**config.mk**
```make
export PLATFORM = sky130hd
export DESIGN_NAME = brmq_queue
export DESIGN_NICKNAME = d
export VERILOG_FILES = /design/src/hw/rtl/brmq_pkg.sv /design/src/hw/rtl/brmq_queue.sv
export SDC_FILE = /design/constraint.sdc
export NUM_CORES = 1
export LEC_CHECK = 0
export BUFFER_PORTS_ARGS = -buffer_cell sky130_fd_sc_hd__buf_2
export CORE_ASPECT_RATIO = 1.75
export CORE_UTILIZATION = 40
export CTS_BUF_LIST = sky130_fd_sc_hd__clkbuf_2
export DETAILED_ROUTE_END_ITERATION = 10
export GPL_TIMING_DRIVEN = 0
export HOLD_SLACK_MARGIN = 0.02
export PLACE_DENSITY = 0.69
export SLEW_MARGIN = 20
export SYNTH_ARGS = -nofsm -noshare
export SYNTH_HDL_FRONTEND = slang
export SYNTH_SLANG_ARGS = --single-unit
```
**constraint.sdc**
```tcl
create_clock -name clock -period 5.85 [get_ports clock]
set_clock_uncertainty 0.05 [all_clocks]
set_input_delay 0.585 -clock clock [delete_from_list [all_inputs] [get_ports clock]]
set_output_delay 0.585 -clock clock [all_outputs]
set_load 0.05 [all_outputs]
```
**src/hw/rtl/brmq_pkg.sv**
```systemverilog
// Shared types and constants for the block range minimum/maximum query engine.
// Used by every module under hw/rtl; depends on nothing else.
`default_nettype none

package brmq_pkg;

   localparam int DEPTH       = 4096;
   localparam int BLOCK_SIZE  = 64;
   localparam int IDX_W       = $clog2(DEPTH);
   localparam int OFF_W       = $clog2(BLOCK_SIZE);
   localparam int BLK_W       = IDX_W - OFF_W;
   localparam int NUM_BLOCKS  = DEPTH / BLOCK_SIZE;
   localparam int COUNT_W     = IDX_W + 1;
   localparam int VAL_W       = 30;
   localparam int QUEUE_DEPTH = 4;
   localparam int QPTR_W      = $clog2(QUEUE_DEPTH);

   // Request kinds as they arrive on the input channel.
   localparam logic KIND_APPEND = 1'b0;
   localparam logic KIND_QUERY  = 1'b1;

   // Result status codes.
   localparam logic STATUS_OK  = 1'b0;
   localparam logic STATUS_ERR = 1'b1;

   // Commands passed from the front end to the execution unit.
   localparam logic [1:0] OP_APPEND = 2'd0;
   localparam logic [1:0] OP_QUERY  = 2'd1;
   localparam logic [1:0] OP_REJECT = 2'd2;

   typedef struct packed {
      logic             kind;
      logic [VAL_W-1:0] value;
      logic [11:0]      first_index;
      logic [11:0]      last_index;
   } req_type;

   typedef struct packed {
      logic [VAL_W-1:0] range_min;
      logic [VAL_W-1:0] range_max;
      logic             status;
   } rsp_type;

   // For an append, first_index carries the store index it is written to.
   typedef struct packed {
      logic [1:0]       op;
      logic [VAL_W-1:0] value;
      logic [IDX_W-1:0] first_index;
      logic [IDX_W-1:0] last_index;
   } cmd_type;

   typedef struct packed {
      logic    push;
      cmd_type cmd;
   } cmd_push_type;

endpackage

`default_nettype wire

```
**src/hw/rtl/brmq_queue.sv**
```systemverilog
// Short command queue between the front end and the execution unit.
// Depends on brmq_pkg.
`default_nettype none

module brmq_queue (
   input  wire                    clock,
   input  wire                    reset,
   input  brmq_pkg::cmd_push_type cmd_push,
   output logic                   full,
   input  wire                    pop,
   output logic                   valid,
   output brmq_pkg::cmd_type      head
);

   brmq_pkg::cmd_type              slot_ff [brmq_pkg::QUEUE_DEPTH];
   logic [brmq_pkg::QPTR_W-1:0]    wr_ptr_ff;
   logic [brmq_pkg::QPTR_W-1:0]    wr_ptr_in;
   logic [brmq_pkg::QPTR_W-1:0]    rd_ptr_ff;
   logic [brmq_pkg::QPTR_W-1:0]    rd_ptr_in;
   logic [brmq_pkg::QPTR_W:0]      fill_ff;
   logic [brmq_pkg::QPTR_W:0]      fill_in;
   logic                           do_push;
   logic                           do_pop;

   assign full    = (fill_ff == (brmq_pkg::QPTR_W + 1)'(brmq_pkg::QUEUE_DEPTH));
   assign valid   = (fill_ff != '0);
   assign head    = slot_ff[rd_ptr_ff];
   assign do_push = cmd_push.push && !full;
   assign do_pop  = pop && valid;

   always_comb begin
      wr_ptr_in = do_push ? wr_ptr_ff + brmq_pkg::QPTR_W'(1) : wr_ptr_ff;
      rd_ptr_in = do_pop  ? rd_ptr_ff + brmq_pkg::QPTR_W'(1) : rd_ptr_ff;
      fill_in   = fill_ff;
      if (do_push && !do_pop) begin
         fill_in = fill_ff + (brmq_pkg::QPTR_W + 1)'(1);
      end else if (do_pop && !do_push) begin
         fill_in = fill_ff - (brmq_pkg::QPTR_W + 1)'(1);
      end
   end

   always_ff @(posedge clock) begin
      if (reset) begin
         wr_ptr_ff <= '0;
         rd_ptr_ff <= '0;
         fill_ff   <= '0;
      end else begin
         wr_ptr_ff <= wr_ptr_in;
         rd_ptr_ff <= rd_ptr_in;
         fill_ff   <= fill_in;
      end
   end

   always_ff @(posedge clock) begin
      if (do_push) begin
         slot_ff[wr_ptr_ff] <= cmd_push.cmd;
      end
   end

endmodule

`default_nettype wire

```
Yosys cells after proc, flatten, opt, wreduce, memory -nomap -nowiden
Memories as Yosys holds them, arrays and structs flattened. A register that Yosys moved wholly into a read port is not among the register bits.
Index checks and enable logic that the tools add are counted.
- register bits: 7
- bits in writable memories: 224
- output and inout port bits: 58
- logic and storage cells: 24
- memories kept: 1
- memory list (name ; words ; bits a word ; rd ports ; clocked after Yosys merged registers in ; wr ports ; RTL line ; text):
    slot_ff ; 4 ; 56 ; 1 ; 1 ; 1 ; brmq_queue.sv:15 ; brmq_pkg::cmd_type slot_ff [brmq_pkg::QUEUE_DEPTH];
- add/sub/neg operators: 4
- equality and inequality tests: 1
- muxes and demuxes: 6
- reductions and logical operators: 9
- operators by type and width (cell ; number):
    $mux 3 ; 2
    $add 2x1->2 const B ; 2
    $logic_and 1x1->1 ; 4
    $mux 2 ; 2
    $add 3x1->3 const B ; 1
    $eq 3x3->1 const B ; 1
    $logic_not 1->1 ; 3
    $reduce_bool 3->1 ; 1
    $sub 3x1->3 const B ; 1
    $mux 1 ; 2
    $reduce_bool 2->1 ; 1

Logic depth before layout (Yosys ltp)
- depth after elaboration: 7
- depth in mapped cells: 8

Least setup slack after synthesis
Ideal clock, no wire load.
- path kind: register -> register
- start point: reg fill_ff[0] (netlist name)
- end point: mem slot_ff[0][0] (netlist name) (enable)
- library setup time: 420 ps
- arrival time: 2272 ps
- required time: 5380 ps
- setup slack: 3109 ps
- stages on the path, launching flop included: 4
- period minus slack after synthesis: 2741 ps
- path through: dfxtp_1 > nor3b_2 > nor2_1 > and2_1
- word-level cells in the longest chain between the ends: 5
- RTL lines (what ; RTL line ; text):
    from (decl) ; brmq_queue.sv:20 ; logic [brmq_pkg::QPTR_W:0] fill_ff;
    from (signal assigned) ; brmq_queue.sv:50 ; fill_ff <= fill_in;
    $eq 3x3->1 ; brmq_queue.sv:25 ; assign full = (fill_ff == (brmq_pkg::QPTR_W + 1)'(brmq_pkg::QUEUE_DEPTH));
    net full ; brmq_queue.sv:9 ; output logic full,
    $logic_not 1->1 ; brmq_queue.sv:28 ; assign do_push = cmd_push.push && !full;
    $logic_and 1x1->1 ; brmq_queue.sv:28 ;
    net do_push ; brmq_queue.sv:22 ; logic do_push;
    $mux 1 ; brmq_queue.sv:55 ; if (do_push) begin
    $mux 1 (not written as such) ; brmq_queue.sv:56 ; slot_ff[wr_ptr_ff] <= cmd_push.cmd;
    to (decl) ; brmq_queue.sv:15 ;
The timed path passes the listed nets, and every way through them passes these cells.

==> impl_metrics.yaml <==
worst_setup_path:
  crit_path_end_kind: "output pin"
  crit_type: "flop to output pin"
  reg2reg_depth: 8
  start_kind: "flop"
  r2r_end: "fill_ff[2]$_SDFFE_PP0P_"
  timing.rr.start: "fill_ff[0]$_SDFFE_PP0P_"
  crit_required_ns: 5.22
  cp_max_fo: 10
  arrival_ns: 2.33
  reg2reg_setup_slack_ns: 3.45
power_and_ir_drop:
  p_leak_nw: 3.70
  p_clk_share_pct: 19.7
  power_frac_comb_pct: 35.9
  power_frac_seq_pct: 44.4
  p_switching_w: 0.00173
  p_sw_share_pct: 37.4
  power_density_nw_per_um2: 438
  peakVddDrop_mv: 0.272
  p_int_w: 0.00289
sta:
  rsz0062_at_grt: "false"
  final.period_utilization_pct: 50.6
  fmaxAchievable_mhz: 338
  slew_headroom_pct: 58.8
  hold-worst-slack_ns: 0.120
  period_minus_slack_ns: 2.96
  setup_violations: 0
  finalHoldViolations: 0
  slew_viol_final: 0
  setup_tns_ns: 0
  worstMarginPinSlew_ns: 0.618
detailed_routing:
  dr_total_vias: 4251
  wire_per_inst_um: 18.9
  ant_nets: 0
  drtIter0Drc: 211
  dr.pass1.iters: 6
  wl_um: 16300
  drc: 0
  vias_per_cell: 4.95
clocking:
  htree_num_levels: 2
  cts_buffer_depth: 3
  root_buffer: "clkbuf_2"
  cts-resized-gates: 0
  clk_latency_ns: 0.77
  postCtsSetupRepairBufs: 0
  hold_buffers: 56
  path_clk_slew_ns: 0.11
  cts_buffers: 51
  cts_tree: "built"
  cts_sinks: 233
synthesis:
  syn_inst: 340
  ys_ff_latch: 233
  yosysTopAreaCellShare_pct: 78.4
  synth.avg_cell_area_um2: 25.2
  yosysTopAreaCell: "edfxtp_1"
  synth.area.top_cells: "edfxtp_1 (78%), mux4_2 (15%), dfxtp_1 (2.1%), buf_12 (0.93%), ha_1 (0.73%)"
  yosysWarnings: 0
  ys_seq_area_share_pct: 80.5
  synthDistinctLibCells: 22
  synth_area_um2: 8580
  syn-num-nets: 406
final_layout:
  layout_commonest_cell: "edfxtp_1"
  area_growth_syn_to_layout_pct: 23.0
  nets: 635
  layout-drive-gt1-share_pct: 44.1
  final_cell_mix: "edfxtp_1 (224), buf_2 (121), clkbuf_2 (73)"
worst_hold_path:
  hp-class: "input pin to flop"
  whs_endpoint: "wr_ptr_ff[0]$_SDFFE_PP0P_"
  worstHoldStart: "cmd_push[56]"
  hold_depth: 4
floorplan:
  num_rows: 70
  die_y_um: 196
  start_util_pct: 41.0
  core_area_um2: 20900
  pin_count: 118
  die_area_um2: 22100
  die_w_um: 113
placement:
  io_buffers: 116
  place.gp.congestion: 0.672
  hpwl_um: 9890
flow_run:
  max_cap_violations: 0
global_route:
  grt_usage_pct: 15.5
  grt_pass1_vias: 4795
  overflow: 0
  antenna_found_initial: 1
  grt_max_degree: 37
  grt_first_pass_wirelength_um: 25300
run_status:
  status: "completed"
## power by group through the flow
stage	registers, W	logic, W	clock network (W)
2_1_floorplan	0.00208	0.00129	0
3_3_place_gp	0.00209	0.00162	0
3_5_place_dp	0.00209	0.00166	0
4_1_cts	0.00205	0.00169	0.000949
5_1_grt	0.00206	0.00174	0.00102
6_report	0.00205	0.00166	0.000909
## flip-flops by register name, summed over array words and instances (netlist names), named ones only
signal and cells:
fill_ff 3, rd_ptr_ff 2, slot_ff 224, wr_ptr_ff 2
## metrics by stage
stage	instance area (um^2)	setup slack (ns)	instances	util, %	power [W]
after floorplan	8580	3.11	340	-	0.00337
after global placement	9480	1.95	708	45.3	0.00371
after detailed placement	9570	3.33	712	45.7	0.00375
after CTS	10600	2.76	857	50.4	0.00470
after global routing	10600	2.68	858	50.4	0.00483
final	10600	2.89	858	50.4	0.00462
## how the worst max path moves through the flow
stage / start / end / cells past startpoint
6_report: flop / head[26] / 4
5_1_grt: flop / head[12] / 4
4_1_cts: flop / head[6] / 4
3_5_place_dp: cmd_push[56] / fill_ff[2]$_SDFFE_PP0P_ / 9
3_3_place_gp: cmd_push[56] / slot_ff[0][11]$_DFFE_PP_ / 4
2_1_floorplan: fill_ff[0]$_SDFFE_PP0P_ / slot_ff[0][0]$_DFFE_PP_ / 3
## cells by family after synthesis
logic type | count (synthesis) | synth area share, %
flip-flops | 233 | 80.5
multiplexers | 58 | 14.9
buffers and inverters | 17 | 1.71
AND/OR/NAND/NOR | 16 | 1.06
AO/OA/AOI/OAI | 6 | 0.423
adder cells (fa/ha/maj) | 6 | 0.963
XOR/XNOR | 4 | 0.408
## worst max-delay path, stage by stage (launching register included)
cell and delay [ns]:
dfxtp_1 0.33, buf_2 0.30, buf_2 0.34, mux4_2 0.37, buf_2 0.23
## routing by layer
metal  part of all wire [%]  wire, um  GRT usage, %
met1                     37      5930          15.9
met2                     56      9160          29.2
met3                    4.4       716          3.37
met4                    2.7       444          7.90
met5                      0         0             0
## Yosys cell counts
library cell    n
dfxtp_1         9
mux2i_1         2
nand2b_1        2
mux4_2         56
o311ai_0        1
or3_1           3
inv_1           4
buf_6           1
buf_4           1
buf_12          4
o31ai_1         1
nor3b_2         1
edfxtp_1      224
ha_1            5
nor2_1          6
and2_1          4
a21oi_1         2
clkbuf_1        2
xor2_1          4
o21ai_0         2
buf_2           5
fa_1            1
## area by class of cell
| class | instances | area, um^2 |
|---|---|---|
| clock buffer | 73 | 365 |
| inverter | 4 | 15.0 |
| multi-input combinational | 90 | 1540 |
| sequential | 233 | 6910 |
| fill | 1733 | 10400 |
| buffer | 13 | 131 |
| antenna | 1 | 2.50 |
| tap | 252 | 315 |
| clock inverter | 16 | 62.6 |
| timing repair buffer | 176 | 1220 |
No activity file was read; power rests on OpenSTA's default activity.
