## src/hw/rtl/brmq_pkg.sv

```systemverilog
// Shared types and constants for the block range minimum/maximum query engine.
// Used by every module under hw/rtl; depends on nothing else.
`default_nettype none

package brmq_pkg;

   localparam int DEPTH       = 4096;
   localparam int BLOCK_SIZE  = 64;
   localparam int IDX_W       = $clog2(DEPTH);
   localparam int OFF_W       = $clog2(BLOCK_SIZE);
   localparam int BLK_W       = IDX_W - OFF_W;
   localparam int NUM_BLOCKS  = DEPTH / BLOCK_SIZE;
   localparam int COUNT_W     = IDX_W + 1;
   localparam int VAL_W       = 30;
   localparam int QUEUE_DEPTH = 4;
   localparam int QPTR_W      = $clog2(QUEUE_DEPTH);

   // Request kinds as they arrive on the input channel.
   localparam logic KIND_APPEND = 1'b0;
   localparam logic KIND_QUERY  = 1'b1;

   // Result status codes.
   localparam logic STATUS_OK  = 1'b0;
   localparam logic STATUS_ERR = 1'b1;

   // Commands passed from the front end to the execution unit.
   localparam logic [1:0] OP_APPEND = 2'd0;
   localparam logic [1:0] OP_QUERY  = 2'd1;
   localparam logic [1:0] OP_REJECT = 2'd2;

   typedef struct packed {
      logic             kind;
      logic [VAL_W-1:0] value;
      logic [11:0]      first_index;
      logic [11:0]      last_index;
   } req_type;

   typedef struct packed {
      logic [VAL_W-1:0] range_min;
      logic [VAL_W-1:0] range_max;
      logic             status;
   } rsp_type;

   // For an append, first_index carries the store index it is written to.
   typedef struct packed {
      logic [1:0]       op;
      logic [VAL_W-1:0] value;
      logic [IDX_W-1:0] first_index;
      logic [IDX_W-1:0] last_index;
   } cmd_type;

   typedef struct packed {
      logic    push;
      cmd_type cmd;
   } cmd_push_type;

endpackage

`default_nettype wire

```

## src/hw/rtl/brmq_front.sv

```systemverilog
// Front end: accepts requests, tracks the fill count and classifies each item.
// Depends on brmq_pkg.
`default_nettype none

module brmq_front (
   input  wire                    clock,
   input  wire                    reset,
   input  wire                    start,
   input  wire                    queue_full,
   input  brmq_pkg::req_type      req_item,
   output brmq_pkg::cmd_push_type cmd_push
);

   logic [brmq_pkg::COUNT_W-1:0] count_ff;
   logic [brmq_pkg::COUNT_W-1:0] count_in;
   logic                         accept;
   logic                         store_full;
   logic                         bad_range;

   assign accept     = start && !queue_full;
   assign store_full = (count_ff == brmq_pkg::COUNT_W'(brmq_pkg::DEPTH));
   assign bad_range  = (req_item.first_index > req_item.last_index) ||
                       ({1'b0, req_item.last_index} >= count_ff);

   always_comb begin
      count_in                  = count_ff;
      cmd_push.push             = 1'b0;
      cmd_push.cmd.op           = brmq_pkg::OP_QUERY;
      cmd_push.cmd.value        = req_item.value;
      cmd_push.cmd.first_index  = req_item.first_index;
      cmd_push.cmd.last_index   = req_item.last_index;
      if (accept) begin
         if (req_item.kind == brmq_pkg::KIND_APPEND) begin
            // An append to a full store is dropped without a trace.
            if (!store_full) begin
               cmd_push.push            = 1'b1;
               cmd_push.cmd.op          = brmq_pkg::OP_APPEND;
               cmd_push.cmd.first_index = count_ff[brmq_pkg::IDX_W-1:0];
               count_in                 = count_ff + brmq_pkg::COUNT_W'(1);
            end
         end else begin
            cmd_push.push   = 1'b1;
            cmd_push.cmd.op = bad_range ? brmq_pkg::OP_REJECT : brmq_pkg::OP_QUERY;
         end
      end
   end

   always_ff @(posedge clock) begin
      if (reset) begin
         count_ff <= '0;
      end else begin
         count_ff <= count_in;
      end
   end

endmodule

`default_nettype wire

```

## config.mk

```make
export PLATFORM = sky130hd
export DESIGN_NAME = brmq_front
export DESIGN_NICKNAME = d
export VERILOG_FILES = /design/src/hw/rtl/brmq_pkg.sv /design/src/hw/rtl/brmq_front.sv
export SDC_FILE = /design/constraint.sdc
export NUM_CORES = 1
export LEC_CHECK = 0
export BUFFER_PORTS_ARGS = -buffer_cell sky130_fd_sc_hd__buf_2
export CAP_MARGIN = 5
export CORE_ASPECT_RATIO = 0.5
export CORE_MARGIN = 1.5
export CORE_UTILIZATION = 40
export CTS_CLUSTER_DIAMETER = 40
export CTS_CLUSTER_SIZE = 12
export DETAILED_ROUTE_END_ITERATION = 10
export GPL_TIMING_DRIVEN = 0
export PLACE_DENSITY = 0.77
export SLEW_MARGIN = 20
export SYNTH_ARGS = -nofsm -noshare
export SYNTH_HDL_FRONTEND = slang
export SYNTH_SLANG_ARGS = --single-unit
export TNS_END_PERCENT = 5
```

## constraint.sdc

```tcl
create_clock -name clock -period 2.55 [get_ports clock]
set_input_delay 0.1275 -clock clock [delete_from_list [all_inputs] [get_ports clock]]
set_output_delay 0.1275 -clock clock [all_outputs]
set_load 0.005 [all_outputs]
```

After elaboration in Yosys (flattened, before gate mapping)
Cells that the tools add are included.

Bits in registers: 13. Latch bits: 0. Bits in writable memories: 0. ROM bits: 0. Input port bits: 59. Output and inout port bits: 57. Logic and storage cells: 18. Memories kept: 0.

Add/sub/neg operators: 1. Multiply operators: 0. Divide/modulo/power cells: 0. $lt $le $gt $ge: 2. Equal/unequal tests: 1. Shift-type cells: 0. Muxes and demuxes: 7. Bitwise logic cells: 2. Reduce and logical (&&, ||, !) cells: 4.

Operators by type and width (count): 12-bit 2-to-1 mux (3); 13-bit by 1-bit adder with 13-bit output (second input constant) (1); 13-bit equality test (second input constant) (1); 12-bit by 13-bit >= comparator with 1-bit output (1); 12-bit greater-than comparator (1); 3-bit 2-to-1 mux (3); 3-bit AND reduction (1); 2-bit 2-to-1 mux (1); 1-bit inverter (2); 1-bit logical AND (1); 1-bit logical NOT (1); 1-bit logical OR (1).

Depth between registers and ports, before layout
Gate-level depths: netlist of the first run.

Depth in word-level cells: 5. Depth in mapped cells: 8. Depth with buffers taken out: 7.

Worst setup path before layout of the first run
OpenSTA, ideal clock, no wires.

Path kind: reg-to-output. Start: reg count_ff[0] (netlist name). End: out cmd_push[13] (netlist name). Arrival: 1.875 ns. Required time: 2.423 ns. Slack: 0.547 ns. Stages on the path, launching flop included: 7. Buffers on the path: 1. Cell sequence: dfxtp_1 inv_1 ha_1 or4b_4 o311a_4 buf_6 mux2_4.

RTL lines: start: declaration (line brmq_front.sv:14) `logic [brmq_pkg::COUNT_W-1:0] count_ff;`; start signal: assignment (line brmq_front.sv:52) `count_ff <= count_in;`; end: declaration (line brmq_front.sv:11) `output brmq_pkg::cmd_push_type cmd_push`.

==> flow_metrics.py, run 1 <==
metrics = {
    "run_status": {
        "status": "complete, no violations",
    },
    "die": {
        "die_area_um2": 4860,
        "rows": 16,
        "fp.dieH_um": 50.1,
        "io_pins": 116,
        "initial_core_util": 0.436,
        "die_w_um": 97.2,
        "coreArea_um2": 4060,
    },
    "timing": {
        "hold_viol_final": 0,
        "final.period_utilization": 0.951,
        "rsz0062_at_grt": "false",
        "slew_viol_final": 0,
        "setup_violations": 0,
        "setup_tns_ps": 0,
        "slew_headroom": 0.674,
        "skew_ps": 0.496,
        "worst_pin_slew_ps": 485,
        "fin_crit_ps": 2420,
        "timing.fmax_mhz": 413,
    },
    "route": {
        "antenna_left": 0,
        "drt-total-wl_um": 4290,
        "routedWlPerCell_um": 11.9,
        "drt_iter0_markers": 62,
        "first_pass_iters": 4,
        "drc": 0,
        "route.vias.total": 1750,
        "via_per_inst": 4.86,
    },
    "synth": {
        "synth.area.mux_share": 0.0932,
        "yosys_warnings": 0,
        "syn_area_um2": 1770,
        "synth_edf_count": 0,
        "synthCells": 217,
        "synth-simple-area-share": 0.174,
        "synth_fa_ha_area_frac": 0.183,
        "ys_seq_elements": 13,
        "yosysSeqAreaShare": 0.147,
        "synth_cell_types": 37,
        "ys.flop_type": "dfxtp_1",
        "avgSynthCellArea_um2": 8.17,
        "synth_top_family_by_area": "buffers and inverters",
        "synth_xor_xnor_area_share": 0.0593,
        "synth-compound-area-share": 0.0896,
        "syn_nets": 302,
        "async_reset_ff_frac": 0,
    },
    "pwr": {
        "clockPowerShare": 0.288,
        "p_leak_nw": 1.21,
        "p_seq_frac": 0.329,
        "peakVddDrop_v": 0.000179,
        "power_per_cell_area_nw_per_um2": 272,
        "p_total_uw": 630,
        "switching_power_uw": 173,
        "combPwrFrac": 0.382,
        "p_int_uw": 457,
        "p_sw_frac": 0.274,
    },
    "cells_and_area": {
        "seqCellArea_um2": 263,
        "top_regs": "count_ff x13",
        "multiInputGateArea_um2": 1060,
        "final_util": 0.569,
        "syn2layout_area_growth_pct": 30.5,
        "largest_register": "count_ff",
        "antennaDiodeCount": 0,
        "fin_cells": 360,
        "largest_reg_flops": 13,
        "layout-drive-gt1-share": 0.487,
        "num-nets-final": 392,
        "fillerInstances": 374,
    },
    "global_route": {
        "met1_usage": 0.214,
        "top_usage_layer": "met2",
        "met3_usage": 0.0426,
        "grt_max_degree": 11,
        "grt_use_met2": 0.323,
        "grt_pass1_wl_um": 6990,
        "grt_usage": 0.174,
        "grt-ovfl-total": 0,
        "grt_pass1_vias": 1635,
        "antenna_found_initial": 0,
    },
    "critical_path": {
        "crit_fanout": 10,
        "path_class": "flop to output pin",
        "startpoint_type": "flop",
        "critPathRequiredTime_ps": 2420,
        "crit_arrival_ps": 2300,
        "end_kind": "output pin",
    },
    "placed_design": {
        "routabilityCongestion": 0.864,
        "dpl.hpwl_um": 3740,
        "io_buffers": 85,
        "placed_cells": 356,
    },
    "clock_network": {
        "cts.repair.resized": 0,
        "postCtsSetupBuffers": 0,
        "clk_latency_ps": 240,
        "cts_buffer_depth": 2,
        "path_clk_slew_ps": 50,
        "cts_buffers": 3,
        "cts_tree": "yes",
        "clock-root-buffer": "clkbuf_8",
        "cts_htree_levels": 1,
        "ctsHoldBuffers": 0,
        "cts_sinks": 13,
    },
    "min_path": {
        "hold_class": "input port to flop",
    },
    "job": {
        "max_cap_viol_count": 0,
    },
}
## area by class of cell
class	count	share of cell area
Multi-Input combinational cell	130	0.459
Timing Repair Buffer	85	0.184
Buffer	45	0.148
Sequential cell	13	0.114
Inverter	29	0.0471
Tap cell	54	0.0292
Clock buffer	4	0.0195
## power by group through the flow
stage	sequential, mW	combinational, mW	clock (mW)
5_1_grt	0.208	0.268	0.195
4_1_cts	0.207	0.243	0.183
2_1_floorplan	0.211	0.145	0
3_3_place_gp	0.211	0.236	0
6_report	0.207	0.241	0.182
3_5_place_dp	0.212	0.241	0
## stage by stage
step / hold WS (ps) / setup slack (ps) / instance area, um2
after global placement: 338 / 287 / 2270
after detailed placement: 346 / 291 / 2270
final: 97.1 / 126 / 2310
after global routing: 92.3 / 55.4 / 2310
after floorplan: 200 / 547 / 1770
after CTS: 90.1 / 19.3 / 2310
## final timing paths
check,start,end,slack [ps],cells after the start
setup / recovery,count_ff[1]$_SDFFE_PP0P_,cmd_push[23],130,7
hold reg to reg,count_ff[12]$_SDFFE_PP0P_,count_ff[12]$_SDFFE_PP0P_,590,2
setup reg to reg,count_ff[1]$_SDFFE_PP0P_,count_ff[9]$_SDFFE_PP0P_,490,7
hold / removal,reset,count_ff[7]$_SDFFE_PP0P_,100,2
## Yosys cell counts, types with 2 or more instances
| cell | n | area share |
|---|---|---|
| dfxtp_1 | 13 | 0.15 |
| and4_1 | 2 | 0.0099 |
| xnor2_1 | 11 | 0.054 |
| ha_1 | 26 | 0.18 |
| inv_1 | 29 | 0.061 |
| nor2_1 | 19 | 0.040 |
| buf_6 | 2 | 0.013 |
| nand4_1 | 8 | 0.028 |
| nor4_1 | 3 | 0.011 |
| nor3_1 | 3 | 0.0085 |
| a21oi_1 | 6 | 0.017 |
| nand2_1 | 8 | 0.017 |
| buf_4 | 42 | 0.18 |
| o21ai_0 | 7 | 0.020 |
| a211oi_1 | 3 | 0.013 |
| nand3_1 | 3 | 0.0085 |
| nor2b_1 | 2 | 0.0071 |
| mux2_4 | 11 | 0.093 |
## cell usage in the layout (no fill, tap or decap)
cell type / instances
buf_2: 85
buf_4: 42
inv_1: 29
ha_1: 26
nor2_1: 19
mux2_4: 11
xnor2_1: 11
dfxtp_1: 11
nand2_1: 8
nand4_1: 8
o21ai_0: 7
a21oi_1: 6
a211oi_1: 3
nand3_1: 3
nor4_1: 3
nor3_1: 3
clkbuf_8: 3
and4_1: 2
nor2b_1: 2
buf_6: 2
clkbuf_1: 2
dfxtp_2: 2
and4b_1: 1
o21a_1: 1
nor3b_1: 1
o2111ai_1: 1
or3_1: 1
a31oi_1: 1
o22ai_1: 1
a311oi_1: 1
or2_2: 1
or4b_4: 1
or4_1: 1
or4b_1: 1
o311a_4: 1
o21ai_1: 1
o31ai_1: 1
and2_1: 1
xor2_1: 1
nand3_2: 1
## metal layers
metal	vias to the layer above	part of all wire
met4	0	0.0037
li1	875	-
met1	779	0.42
met2	94	0.47
met5	-	0
met3	2	0.11
## logic make-up (layout without fill, tap and decap cells)
group                    count (synthesis)  in the layout
AND/OR/NAND/NOR                         57             57
AO/OA/AOI/OAI                           24             24
adder cells (fa/ha/maj)                 26             26
XOR/XNOR                                12             12
multiplexers                            11             11
buffers and inverters                   74            163
flip-flops                              13             13
## worst max-delay path, stage by stage (launching register included)
cell	delay (ps)
dfxtp_2	350
inv_1	100
ha_1	160
or4b_4	460
o311a_4	370
buf_6	170
mux2_4	300
buf_2	130
Power figures use the tool's default switching activity.
==> run 2, diff against run 1 <==
--- a/config.mk
+++ b/config.mk
@@ -7,7 +7,7 @@
 export LEC_CHECK = 0
 export BUFFER_PORTS_ARGS = -buffer_cell sky130_fd_sc_hd__buf_2
 export CAP_MARGIN = 5
-export CORE_ASPECT_RATIO = 0.5
+export CORE_ASPECT_RATIO = 1.5
 export CORE_MARGIN = 1.5
 export CORE_UTILIZATION = 40
 export CTS_CLUSTER_DIAMETER = 40
==> run 2 against run 1 <==
Effect of this change:
- worst setup slack worse by 39 ps
- wire length is 3.0% lower
- sequential power hardly changed
- flip-flop and latch count stayed put
- sequential share of layout area hardly changed
- combinational power hardly changed
- via count is 0.63% higher
- critical endpoint unchanged
- highest routed layer unchanged
==> flow_metrics.py, run 2 (same netlist as run 1, synthesis figures left out) <==
metrics = {
    "timing": {
        "skew_ps": 0.650,
        "hold_slack_ps": 104,
        "final.period_utilization": 0.966,
        "setup_violations": 0,
        "timing.fmax_mhz": 406,
        "rsz0062_at_grt": "false",
        "setup_tns_ps": 0,
        "slew_headroom": 0.678,
        "slew_viol_final": 0,
        "worst_pin_slew_ps": 479,
        "hold_viol_final": 0,
        "fin_crit_ps": 2460,
    },
    "cells_and_area": {
        "antennaDiodeCount": 0,
        "final_cell_mix": "buf_2, buf_4, inv_1, ha_1, nor2_1",
        "finalInstanceArea_um2": 2300,
        "top_regs": "count_ff x13",
        "layout-drive-gt1-share": 0.493,
        "num-nets-final": 392,
        "largest_reg_flops": 13,
        "layout_commonest_cell": "buf_2",
        "syn2layout_area_growth_pct": 30.0,
        "largest_register": "count_ff",
        "final_util": 0.543,
    },
    "run_status": {
        "status": "complete, no violations",
    },
    "placed_design": {
        "dpl_cell_area_um2": 2260,
        "dpl.hpwl_um": 3680,
        "routabilityCongestion": 0.808,
        "io_buffers": 85,
    },
    "clock_network": {
        "clk_latency_ps": 240,
        "cts_tree": "yes",
        "cts_htree_levels": 1,
        "cts_buffers": 3,
        "path_clk_slew_ps": 60,
        "cts_buffer_depth": 2,
        "ctsHoldBuffers": 0,
        "postCtsSetupBuffers": 0,
        "cts_sinks": 13,
        "clock-root-buffer": "clkbuf_8",
    },
    "route": {
        "first_pass_iters": 4,
        "drt_iter0_markers": 21,
        "drt-total-wl_um": 4160,
        "drc": 0,
        "via_per_inst": 5.00,
        "route.vias.total": 1761,
        "routedWlPerCell_um": 11.8,
        "antenna_left": 0,
    },
    "global_route": {
        "antenna_found_initial": 0,
        "grt_pass1_wl_um": 6550,
        "grt_max_degree": 11,
        "grt_usage": 0.165,
        "grt_pass1_vias": 1593,
        "grt-ovfl-total": 0,
    },
    "die": {
        "fp.dieH_um": 84.5,
        "die_area_um2": 4850,
        "coreArea_um2": 4250,
        "io_pins": 116,
        "die_w_um": 57.4,
        "initial_core_util": 0.418,
        "rows": 29,
    },
    "min_path": {
        "hold_class": "input port to flop",
        "whs_endpoint": "count_ff[7]$_SDFFE_PP0P_",
        "hp-start": "reset",
        "hold_depth": 2,
    },
    "critical_path": {
        "r2r-end": "count_ff[12]$_SDFFE_PP0P_",
        "reg2reg_from": "count_ff[0]$_SDFFE_PP0P_",
        "reg2reg_slack_ps": 460,
        "startpoint_type": "flop",
        "crit_arrival_ps": 2340,
        "end_kind": "output pin",
        "critPathRequiredTime_ps": 2420,
        "path_class": "flop to output pin",
        "crit_fanout": 10,
        "r2r_cells": 8,
        "startpoint": "count_ff[0]$_SDFFE_PP0P_",
    },
    "job": {
        "max_cap_viol_count": 0,
    },
    "pwr": {
        "peakVddDrop_v": 0.000263,
        "p_leak_nw": 1.21,
        "power_per_cell_area_nw_per_um2": 273,
    },
}
run 2: area by class of cell:
cell class	count	area, um2
clock buffer	3	41.3
tap	46	57.6
multi-input combinational	130	1060
fill	419	1940
timing repair buffer	85	425
clock inverter	1	5.00
inverter	29	109
sequential	13	263
buffer	45	342
run 2: worst max-delay path by stage:
stage	end	slack, ps	cells after the start
final	cmd_push[23]	90	7
after floorplan	cmd_push[13]	550	6
after detailed placement	cmd_push[23]	290	7
after global routing	cmd_push[23]	10	7
after CTS	cmd_push[23]	30	7
after global placement	cmd_push[18]	300	7
run 2: routing by layer:
layer,vias to the layer above,track usage,wire length [um]
met2,83,0.341,2320
met1,796,0.166,1490
li1,878,-,-
met5,-,0,0
met4,0,0.0317,31
met3,4,0.0185,323
run 2: power by group:
group / switching (mW) / leakage (nW) / internal (mW)
combinational: 0.0968 / 1.08 / 0.142
clock: 0.0752 / 0.0255 / 0.108
sequential: 0.00278 / 0.106 / 0.205
total: 0.175 / 1.21 / 0.455
run 2: repair_timing:
item	in CTS	in global routing
hold endpoints to repair	0	0
resized for setup	0	3
endpoints found under the setup margin	0	11
run 2: stage by stage:
stage | instances | setup slack [ps] | power (mW)
after floorplan | 217 | 547 | 0.355
after global placement | 348 | 298 | 0.448
after detailed placement | 348 | 292 | 0.453
after CTS | 352 | 25.3 | 0.636
after global routing | 352 | 11.9 | 0.669
final | 352 | 87.3 | 0.630
run 2: worst max-delay path, cell delays in order, from the launching register on:
cell     delay (ps)
dfxtp_2         370
inv_1            70
ha_1            150
or4b_4          470
o311a_4         430
buf_6           180
mux2_4          300
buf_2           130
